[config.mk]
export PLATFORM = sky130hd
export DESIGN_NAME = gnc_seq
export DESIGN_NICKNAME = d
export VERILOG_FILES = /design/src/design/gnc_pkg.sv /design/src/design/gnc_seq.sv
export SDC_FILE = /design/constraint.sdc
export NUM_CORES = 1
export LEC_CHECK = 0
export ABC_CLOCK_PERIOD_IN_PS = 4500
export BUFFER_PORTS_ARGS = -buffer_cell sky130_fd_sc_hd__buf_2
export CORE_ASPECT_RATIO = 1.25
export CORE_MARGIN = 2
export CORE_UTILIZATION = 51
export DETAILED_ROUTE_END_ITERATION = 12
export HOLD_SLACK_MARGIN = 0.15
export PLACE_DENSITY = 0.79
export SYNTH_ARGS = -nofsm -noshare
export SYNTH_HDL_FRONTEND = slang
export SYNTH_SLANG_ARGS = --single-unit
[constraint.sdc]
create_clock -name clk -period 4.5 [get_ports clk]
set_input_delay 0.45 -clock clk [delete_from_list [all_inputs] [get_ports clk]]
set_output_delay 0.45 -clock clk [all_outputs]
set_load 0.005 [all_outputs]
[src/design/gnc_pkg.sv]
// Shared types and constants for the neighbour-count grid block.
`default_nettype none

package gnc_pkg;

    // Default build parameters
    localparam int GRID_DIM_DEF   = 64;
    localparam int CELL_BITS_DEF  = 8;
    localparam int MAX_RADIUS_DEF = 7;

    // Fixed field widths
    localparam int OP_W      = 3;
    localparam int COORD_W   = 8;
    localparam int VALUE_W   = 8;
    localparam int RADIUS_W  = 8;
    localparam int CFG_W     = 7;
    localparam int CFG_IDX_W = 1;

    // Configuration register indexes
    localparam logic [CFG_IDX_W-1:0] CFG_WIDTH_IDX  = 1'b0;
    localparam logic [CFG_IDX_W-1:0] CFG_HEIGHT_IDX = 1'b1;

    // Reset value of both grid dimension registers
    localparam logic [CFG_W-1:0] CFG_DIM_RESET = 7'd64;

    typedef enum logic [OP_W-1:0] {
        OP_READ   = 3'd0,
        OP_COUNT  = 3'd1,
        OP_WRITE  = 3'd2,
        OP_COMMIT = 3'd3,
        OP_LOAD   = 3'd4
    } op_t;

    typedef enum logic [2:0] {
        ST_CLEAR,
        ST_IDLE,
        ST_EXEC,
        ST_WAIT,
        ST_COUNT,
        ST_COPY,
        ST_DRAIN,
        ST_DONE
    } state_t;

    // Sequencer status toward the top level
    typedef struct packed {
        logic idle;
        logic res_valid;
    } gnc_status_t;

    // One finished result
    typedef struct packed {
        logic [VALUE_W-1:0] read_value;
        logic [VALUE_W-1:0] match_count;
    } gnc_result_t;

endpackage

`default_nettype wire

[src/design/gnc_seq.sv]
// Sequencer: clears, reads, counts windows, writes and copies the two grid memories.
`default_nettype none

module gnc_seq
    import gnc_pkg::*;
#(
    parameter int GRID_DIM   = GRID_DIM_DEF,
    parameter int CELL_BITS  = CELL_BITS_DEF,
    parameter int MAX_RADIUS = MAX_RADIUS_DEF,
    localparam int DEPTH     = GRID_DIM * GRID_DIM,
    localparam int AW        = $clog2(DEPTH)
) (
    input  wire logic                clk,
    input  wire logic                rst_n,
    input  wire logic                accept,
    input  wire logic [OP_W-1:0]     operation,
    input  wire logic [COORD_W-1:0]  col,
    input  wire logic [COORD_W-1:0]  row,
    input  wire logic [VALUE_W-1:0]  cell_value,
    input  wire logic [RADIUS_W-1:0] radius,
    input  wire logic [CFG_W-1:0]    grid_width,
    input  wire logic [CFG_W-1:0]    grid_height,
    input  wire logic                res_ready,
    output gnc_status_t              status,
    output gnc_result_t              result,
    output logic                     cur_we,
    output logic [AW-1:0]            cur_waddr,
    output logic [CELL_BITS-1:0]     cur_wdata,
    output logic [AW-1:0]            cur_raddr,
    input  wire logic [CELL_BITS-1:0] cur_rdata,
    output logic                     nxt_we,
    output logic [AW-1:0]            nxt_waddr,
    output logic [CELL_BITS-1:0]     nxt_wdata,
    output logic [AW-1:0]            nxt_raddr,
    input  wire logic [CELL_BITS-1:0] nxt_rdata
);

    localparam int DW  = $clog2(GRID_DIM);
    localparam int RW  = $clog2(MAX_RADIUS + 1);
    localparam int OW  = RW + 1;
    localparam int CW  = ((OW > COORD_W) ? OW : COORD_W) + 1;
    localparam int NW  = $clog2((2 * MAX_RADIUS + 1) * (2 * MAX_RADIUS + 1));
    localparam int CMW = (CELL_BITS > VALUE_W) ? CELL_BITS : VALUE_W;
    localparam logic [AW-1:0] LAST_IDX = AW'(DEPTH - 1);

    state_t                  state_reg, state_next;
    op_t                     op_reg, op_next;
    logic signed [COORD_W-1:0] col_reg, col_next;
    logic signed [COORD_W-1:0] row_reg, row_next;
    logic [VALUE_W-1:0]      val_reg, val_next;
    logic [RW-1:0]           rad_reg, rad_next;
    logic signed [OW-1:0]    dx_reg, dx_next;
    logic signed [OW-1:0]    dy_reg, dy_next;
    logic [AW-1:0]           idx_reg, idx_next;
    logic                    pipe_cnt_reg, pipe_cnt_next;
    logic                    pipe_in_reg, pipe_in_next;
    logic                    pipe_copy_reg, pipe_copy_next;
    logic [AW-1:0]           pipe_addr_reg, pipe_addr_next;
    logic [VALUE_W-1:0]      rd_reg, rd_next;
    logic [NW-1:0]           cnt_reg, cnt_next;

    logic [RW-1:0]           rad_in;
    logic signed [OW-1:0]    d_in, d_cur;
    logic [CFG_W-1:0]        used_w, used_h;
    logic signed [CW-1:0]    cc, rr;
    logic                    in_bounds, center, last_pos, match;
    logic [AW-1:0]           addr;
    logic [CMW-1:0]          cell_x, val_x;

    // Radius saturation and signed half-size
    assign rad_in = (radius > RADIUS_W'(MAX_RADIUS)) ? RW'(MAX_RADIUS) : RW'(radius);
    assign d_in   = $signed({1'b0, rad_in});
    assign d_cur  = $signed({1'b0, rad_reg});

    // Grid dimensions in use
    assign used_w = (grid_width > CFG_W'(GRID_DIM)) ? CFG_W'(GRID_DIM) : grid_width;
    assign used_h = (grid_height > CFG_W'(GRID_DIM)) ? CFG_W'(GRID_DIM) : grid_height;

    // Window position and bounds check
    assign cc     = CW'(col_reg) + CW'(dx_reg);
    assign rr     = CW'(row_reg) + CW'(dy_reg);
    assign in_bounds = !cc[CW-1] && !rr[CW-1]
                       && (CW'($unsigned(cc)) < CW'(used_w))
                       && (CW'($unsigned(rr)) < CW'(used_h));
    assign center   = (dx_reg == '0) && (dy_reg == '0);
    assign last_pos = (dx_reg == d_cur) && (dy_reg == d_cur);
    assign addr     = AW'(rr[DW-1:0]) * AW'(GRID_DIM) + AW'(cc[DW-1:0]);

    // Compare of the cell from the registered read port; outside cells read as zero
    assign cell_x = pipe_in_reg ? CMW'(cur_rdata) : '0;
    assign val_x  = CMW'(val_reg);
    assign match  = (cell_x == val_x);

    assign cur_raddr = addr;
    assign nxt_raddr = idx_reg;

    assign result.read_value  = rd_reg;
    assign result.match_count = VALUE_W'(cnt_reg);

    // Next state, memory control and result update
    always_comb
    begin
        state_next     = state_reg;
        op_next        = op_reg;
        col_next       = col_reg;
        row_next       = row_reg;
        val_next       = val_reg;
        rad_next       = rad_reg;
        dx_next        = dx_reg;
        dy_next        = dy_reg;
        idx_next       = idx_reg;
        pipe_cnt_next  = 1'b0;
        pipe_in_next   = pipe_in_reg;
        pipe_copy_next = 1'b0;
        pipe_addr_next = pipe_addr_reg;
        rd_next        = rd_reg;
        cnt_next       = cnt_reg;
        status         = '0;
        cur_we         = 1'b0;
        cur_waddr      = addr;
        cur_wdata      = CELL_BITS'(val_reg);
        nxt_we         = 1'b0;
        nxt_waddr      = addr;
        nxt_wdata      = CELL_BITS'(val_reg);

        // count tail of the window pipeline
        if (pipe_cnt_reg && match)
        begin
            cnt_next = cnt_reg + NW'(1);
        end

        // copy tail: data from the registered read port of the next grid
        if (pipe_copy_reg)
        begin
            cur_we    = 1'b1;
            cur_waddr = pipe_addr_reg;
            cur_wdata = nxt_rdata;
        end

        unique case (state_reg)
            ST_CLEAR:
            begin
                cur_we    = 1'b1;
                cur_waddr = idx_reg;
                cur_wdata = '0;
                nxt_we    = 1'b1;
                nxt_waddr = idx_reg;
                nxt_wdata = '0;
                idx_next  = idx_reg + AW'(1);
                if (idx_reg == LAST_IDX)
                begin
                    idx_next   = '0;
                    state_next = ST_IDLE;
                end
            end
            ST_IDLE:
            begin
                status.idle = 1'b1;
                if (accept)
                begin
                    op_next    = op_t'(operation);
                    col_next   = $signed(col);
                    row_next   = $signed(row);
                    val_next   = cell_value;
                    rad_next   = rad_in;
                    dx_next    = (op_t'(operation) == OP_COUNT) ? -d_in : '0;
                    dy_next    = (op_t'(operation) == OP_COUNT) ? -d_in : '0;
                    rd_next    = '0;
                    cnt_next   = '0;
                    state_next = ST_EXEC;
                end
            end
            ST_EXEC:
            begin
                unique case (op_reg)
                    OP_READ:
                    begin
                        pipe_in_next = in_bounds;
                        state_next   = ST_WAIT;
                    end
                    OP_COUNT:
                    begin
                        state_next = (rad_reg == '0) ? ST_DONE : ST_COUNT;
                    end
                    OP_WRITE:
                    begin
                        nxt_we     = in_bounds;
                        state_next = ST_DONE;
                    end
                    OP_LOAD:
                    begin
                        cur_we     = in_bounds;
                        state_next = ST_DONE;
                    end
                    OP_COMMIT:
                    begin
                        idx_next   = '0;
                        state_next = ST_COPY;
                    end
                    default:
                    begin
                        state_next = ST_DONE;
                    end
                endcase
            end
            ST_WAIT:
            begin
                rd_next    = pipe_in_reg ? VALUE_W'(cur_rdata) : '0;
                state_next = ST_DONE;
            end
            ST_COUNT:
            begin
                // one window cell per cycle, row by row
                pipe_cnt_next = !center;
                pipe_in_next  = in_bounds;
                if (dx_reg == d_cur)
                begin
                    dx_next = -d_cur;
                    dy_next = dy_reg + OW'(1);
                end
                else
                begin
                    dx_next = dx_reg + OW'(1);
                end
                if (last_pos)
                begin
                    state_next = ST_DRAIN;
                end
            end
            ST_COPY:
            begin
                pipe_copy_next = 1'b1;
                pipe_addr_next = idx_reg;
                idx_next       = idx_reg + AW'(1);
                if (idx_reg == LAST_IDX)
                begin
                    idx_next   = '0;
                    state_next = ST_DRAIN;
                end
            end
            ST_DRAIN:
            begin
                state_next = ST_DONE;
            end
            ST_DONE:
            begin
                status.res_valid = 1'b1;
                if (res_ready)
                begin
                    state_next = ST_IDLE;
                end
            end
            default:
            begin
                state_next = ST_IDLE;
            end
        endcase
    end

    // Control registers
    always_ff @(posedge clk or negedge rst_n)
    begin
        if (!rst_n)
        begin
            state_reg     <= ST_CLEAR;
            idx_reg       <= '0;
            pipe_cnt_reg  <= 1'b0;
            pipe_copy_reg <= 1'b0;
        end
        else
        begin
            state_reg     <= state_next;
            idx_reg       <= idx_next;
            pipe_cnt_reg  <= pipe_cnt_next;
            pipe_copy_reg <= pipe_copy_next;
        end
    end

    // Item and datapath registers
    always_ff @(posedge clk)
    begin
        op_reg        <= op_next;
        col_reg       <= col_next;
        row_reg       <= row_next;
        val_reg       <= val_next;
        rad_reg       <= rad_next;
        dx_reg        <= dx_next;
        dy_reg        <= dy_next;
        pipe_in_reg   <= pipe_in_next;
        pipe_addr_reg <= pipe_addr_next;
        rd_reg        <= rd_next;
        cnt_reg       <= cnt_next;
    end

endmodule

`default_nettype wire

==> out/metrics.yaml <==
finish:
  n_fill_cell: 827
  seqCellArea_sq_um: 2360
  num_antenna_cells: 0
  instances_no_fill: 830
  multi_input_area_sq_um: 2740
  drive_gt1_share_pct: 26.2
  fin_util_pct: 64.0
  final_area_sq_um: 6470
  layout.nets: 803
  area_growth_pct: 22.5
clock_tree:
  cts_inserted_buffers: 9
  path_clk_slew_ps: 60
  clock_sinks: 84
  cts_max_path_buffers: 2
  htreeDepth: 3
  cts-root-buf: "clkbuf_16"
  clock_latency_ps: 340
  cts_tree: "done"
  cts_setup_buffers: 0
timing:
  finClkSkew_ps: 9.49
  fin_ws_ps: 220
  finalHoldViolCount: 0
  holdWs_ps: 284
  worstMarginPinSlew_ps: 1260
  fin_crit_sh_pct: 95.1
  min_period_ps: 4280
  fmax_ghz: 0.234
  fin_tns_setup_ps: 0
  finalSetupViolations: 0
  drv_slew: 0
  rsz0062_at_grt: "false"
  slew-limit-headroom_pct: 16.1
route:
  dr.pass1.iters: 5
  met3_length_um: 812
  wl_met2_mm: 6.81
  wl_per_cell_um: 16.4
  drt-initial-drc-count: 197
  wl_met1_mm: 5.69
  drc: 0
  routed_wl_mm: 13.6
  top_layer: "met4"
  num_vias: 4749
  routed_via_density: 5.72
  detail-route-antenna-nets: 0
yosys:
  syn_area_sq_um: 5280
  synth.top_cell.area_share_pct: 33.6
  synthTopCellsByArea: "edfxtp_1 34%, ha_1 8.5%, dfrtp_1 8.1%"
  synth_edf_count: 59
  yosysMostFrequentCell: "nand2_1"
  synth_top_cell_by_area: "edfxtp_1"
  syn-num-nets: 653
  ys_types: 62
  ys.flop_type: "edfxtp_1"
  ys_async_sr_fraction_pct: 20.2
  yosysSeqAreaShare_pct: 44.7
  ys_ff_latch: 84
  syn_inst: 546
  ys.warnings.count: 0
  syn_area_per_cell_sq_um: 9.67
  synthTopCellsByCount: "64 x nand2_1, 59 x edfxtp_1, 55 x o21ai_0, 49 x nor2_1, 36 x ha_1"
global_routing:
  grt_pass1_vias: 4491
  grt-ovfl-total: 0
  grt_max_degree: 32
  grtUsageTotal_pct: 24.2
  antenna_found_initial: 0
  grt_pass1_wl_mm: 21.2
outcome:
  status: "finished, final reports clean"
floorplan:
  ios: 153
  core-area_sq_um: 10100
  rows: 41
  die_h_um: 118
  dieWidth_um: 95.0
  die_area_sq_um: 11200
  start_util_pct: 52.2
job:
  max_cap_violations: 0
setup_path:
  cp_slowest_cell: "edfxtp_1"
  worstPathRequired_ps: 4050
  cp_top_family: "compound AO/OA/AOI/OAI gates"
  path_cells: "ha_1 -> fa_1 -> a211oi_1 -> nor2_1 -> o21a_1 -> nor2_1 -> xnor2_1 -> ha_1 -> a211o_1 -> a221oi_1 -> o211ai_1 -> a221oi_2 -> a41o_1 -> buf_2"
  cp-start-kind: "register"
  criticalPathCategory: "register to primary output"
  slowest_delay_ps: 460
  cp_data_arrival_time_ps: 3830
  worstPathMaxFanout: 5
  path_buf_inv: 1
  end_kind: "primary output"
place:
  place_ws_ps: 538
  placed_area_sq_um: 6140
  place.gp.congestion: 0.935
  dp.cells: 813
  dpl.hpwl_mm: 10.5
  place.port_buffers: 152
pwr:
  totalPowerFinal_mw: 3.09
  p_per_area_nw_per_um2: 478
  leakage_nw: 2.92
  ir_drop_mv: 0.237
hold_path:
  hold_class: "input pin to register"
-- per-layer routing --
layer  GRT usage [%]  vias up
met5               0        -
met4            9.15        0
met3            4.87       24
met2            41.7      191
met1            29.5     2238
li1                -     2296
-- where the power goes --
group / total [mW] / leakage (nW) / internal (mW) / switching [mW]
sequential: 1.15 / 0.833 / 0.986 / 0.164
combinational: 1.18 / 1.94 / 0.525 / 0.658
clock: 0.755 / 0.149 / 0.466 / 0.289
-- path summary, 6_finish.rpt --
| check | startpoint | to | slack, ps | cells past startpoint |
|---|---|---|---|---|
| max in group asynchronous | rst_n | nxt_raddr[2] | 3650 | 2 |
| min in group asynchronous | rst_n | pipe_cnt_reg | 570 | 2 |
| setup reg to reg | dx_reg[0] | pipe_in_reg | 1140 | 12 |
| setup / recovery | dx_reg[0] | nxt_we | 220 | 14 |
| hold / removal | cell_value[0] | val_reg[0] | 280 | 1 |
| hold reg to reg | cnt_reg[7] | cnt_reg[7] | 480 | 2 |
-- cell type report --
cell class / instances / area share, %
clock buffer: 13 / 4.04
timing repair buffer: 156 / 12.3
sequential: 84 / 36.5
multi-input combinational: 417 / 42.4
inverter: 28 / 1.63
clock inverter: 3 / 0.697
tap: 129 / 2.50
-- layout by cell type, fill, tap and decap left out, types with 3 or more instances in the layout --
| cell type | Yosys | final |
|---|---|---|
| nand2b_1 | 7 | 7 |
| mux2i_1 | 19 | 19 |
| ha_1 | 36 | 36 |
| or2_2 | 4 | 4 |
| nand3_1 | 12 | 12 |
| and3_1 | 9 | 9 |
| edfxtp_1 | 59 | 59 |
| nand4_1 | 7 | 7 |
| o211ai_1 | 4 | 4 |
| and2_1 | 20 | 20 |
| o31ai_1 | 7 | 6 |
| nor2_1 | 49 | 48 |
| or3_1 | 3 | 3 |
| xnor2_1 | 16 | 16 |
| buf_4 | 1 | 3 |
| dfrtp_1 | 17 | 17 |
| a31oi_1 | 5 | 5 |
| dfxtp_1 | 8 | 8 |
| nor4b_1 | 6 | 6 |
| clkbuf_16 | 0 | 10 |
| xor2_1 | 7 | 7 |
| a211oi_1 | 6 | 6 |
| inv_1 | 28 | 28 |
| a22o_1 | 5 | 5 |
| o21a_1 | 3 | 3 |
| a21o_1 | 3 | 3 |
| o21ai_0 | 55 | 55 |
| buf_2 | 4 | 152 |
| clkbuf_1 | 9 | 3 |
| a21oi_1 | 28 | 28 |
| nand2_1 | 64 | 64 |
-- cells by family (layout without fill, tap and decap cells) --
kind of cell | count (synthesis) | after routing | synth area share [%]
mux | 19 | 19 | 3.60
xor+xnor | 23 | 23 | 3.82
fa+ha+maj | 38 | 38 | 9.29
flops | 84 | 84 | 44.7
compound gates | 138 | 138 | 16.4
simple gates | 199 | 199 | 18.7
buf+inv | 45 | 200 | 3.51
-- what timing repair did --
| item | CTS | global route |
|---|---|---|
| endpoints found under the hold margin | 17 | 0 |
| hold buffers | 1 | 0 |
| setup endpoints to repair | 0 | 2 |
| resized for setup | 0 | 1 |
Note: power is estimated with default switching activity, not from simulation.
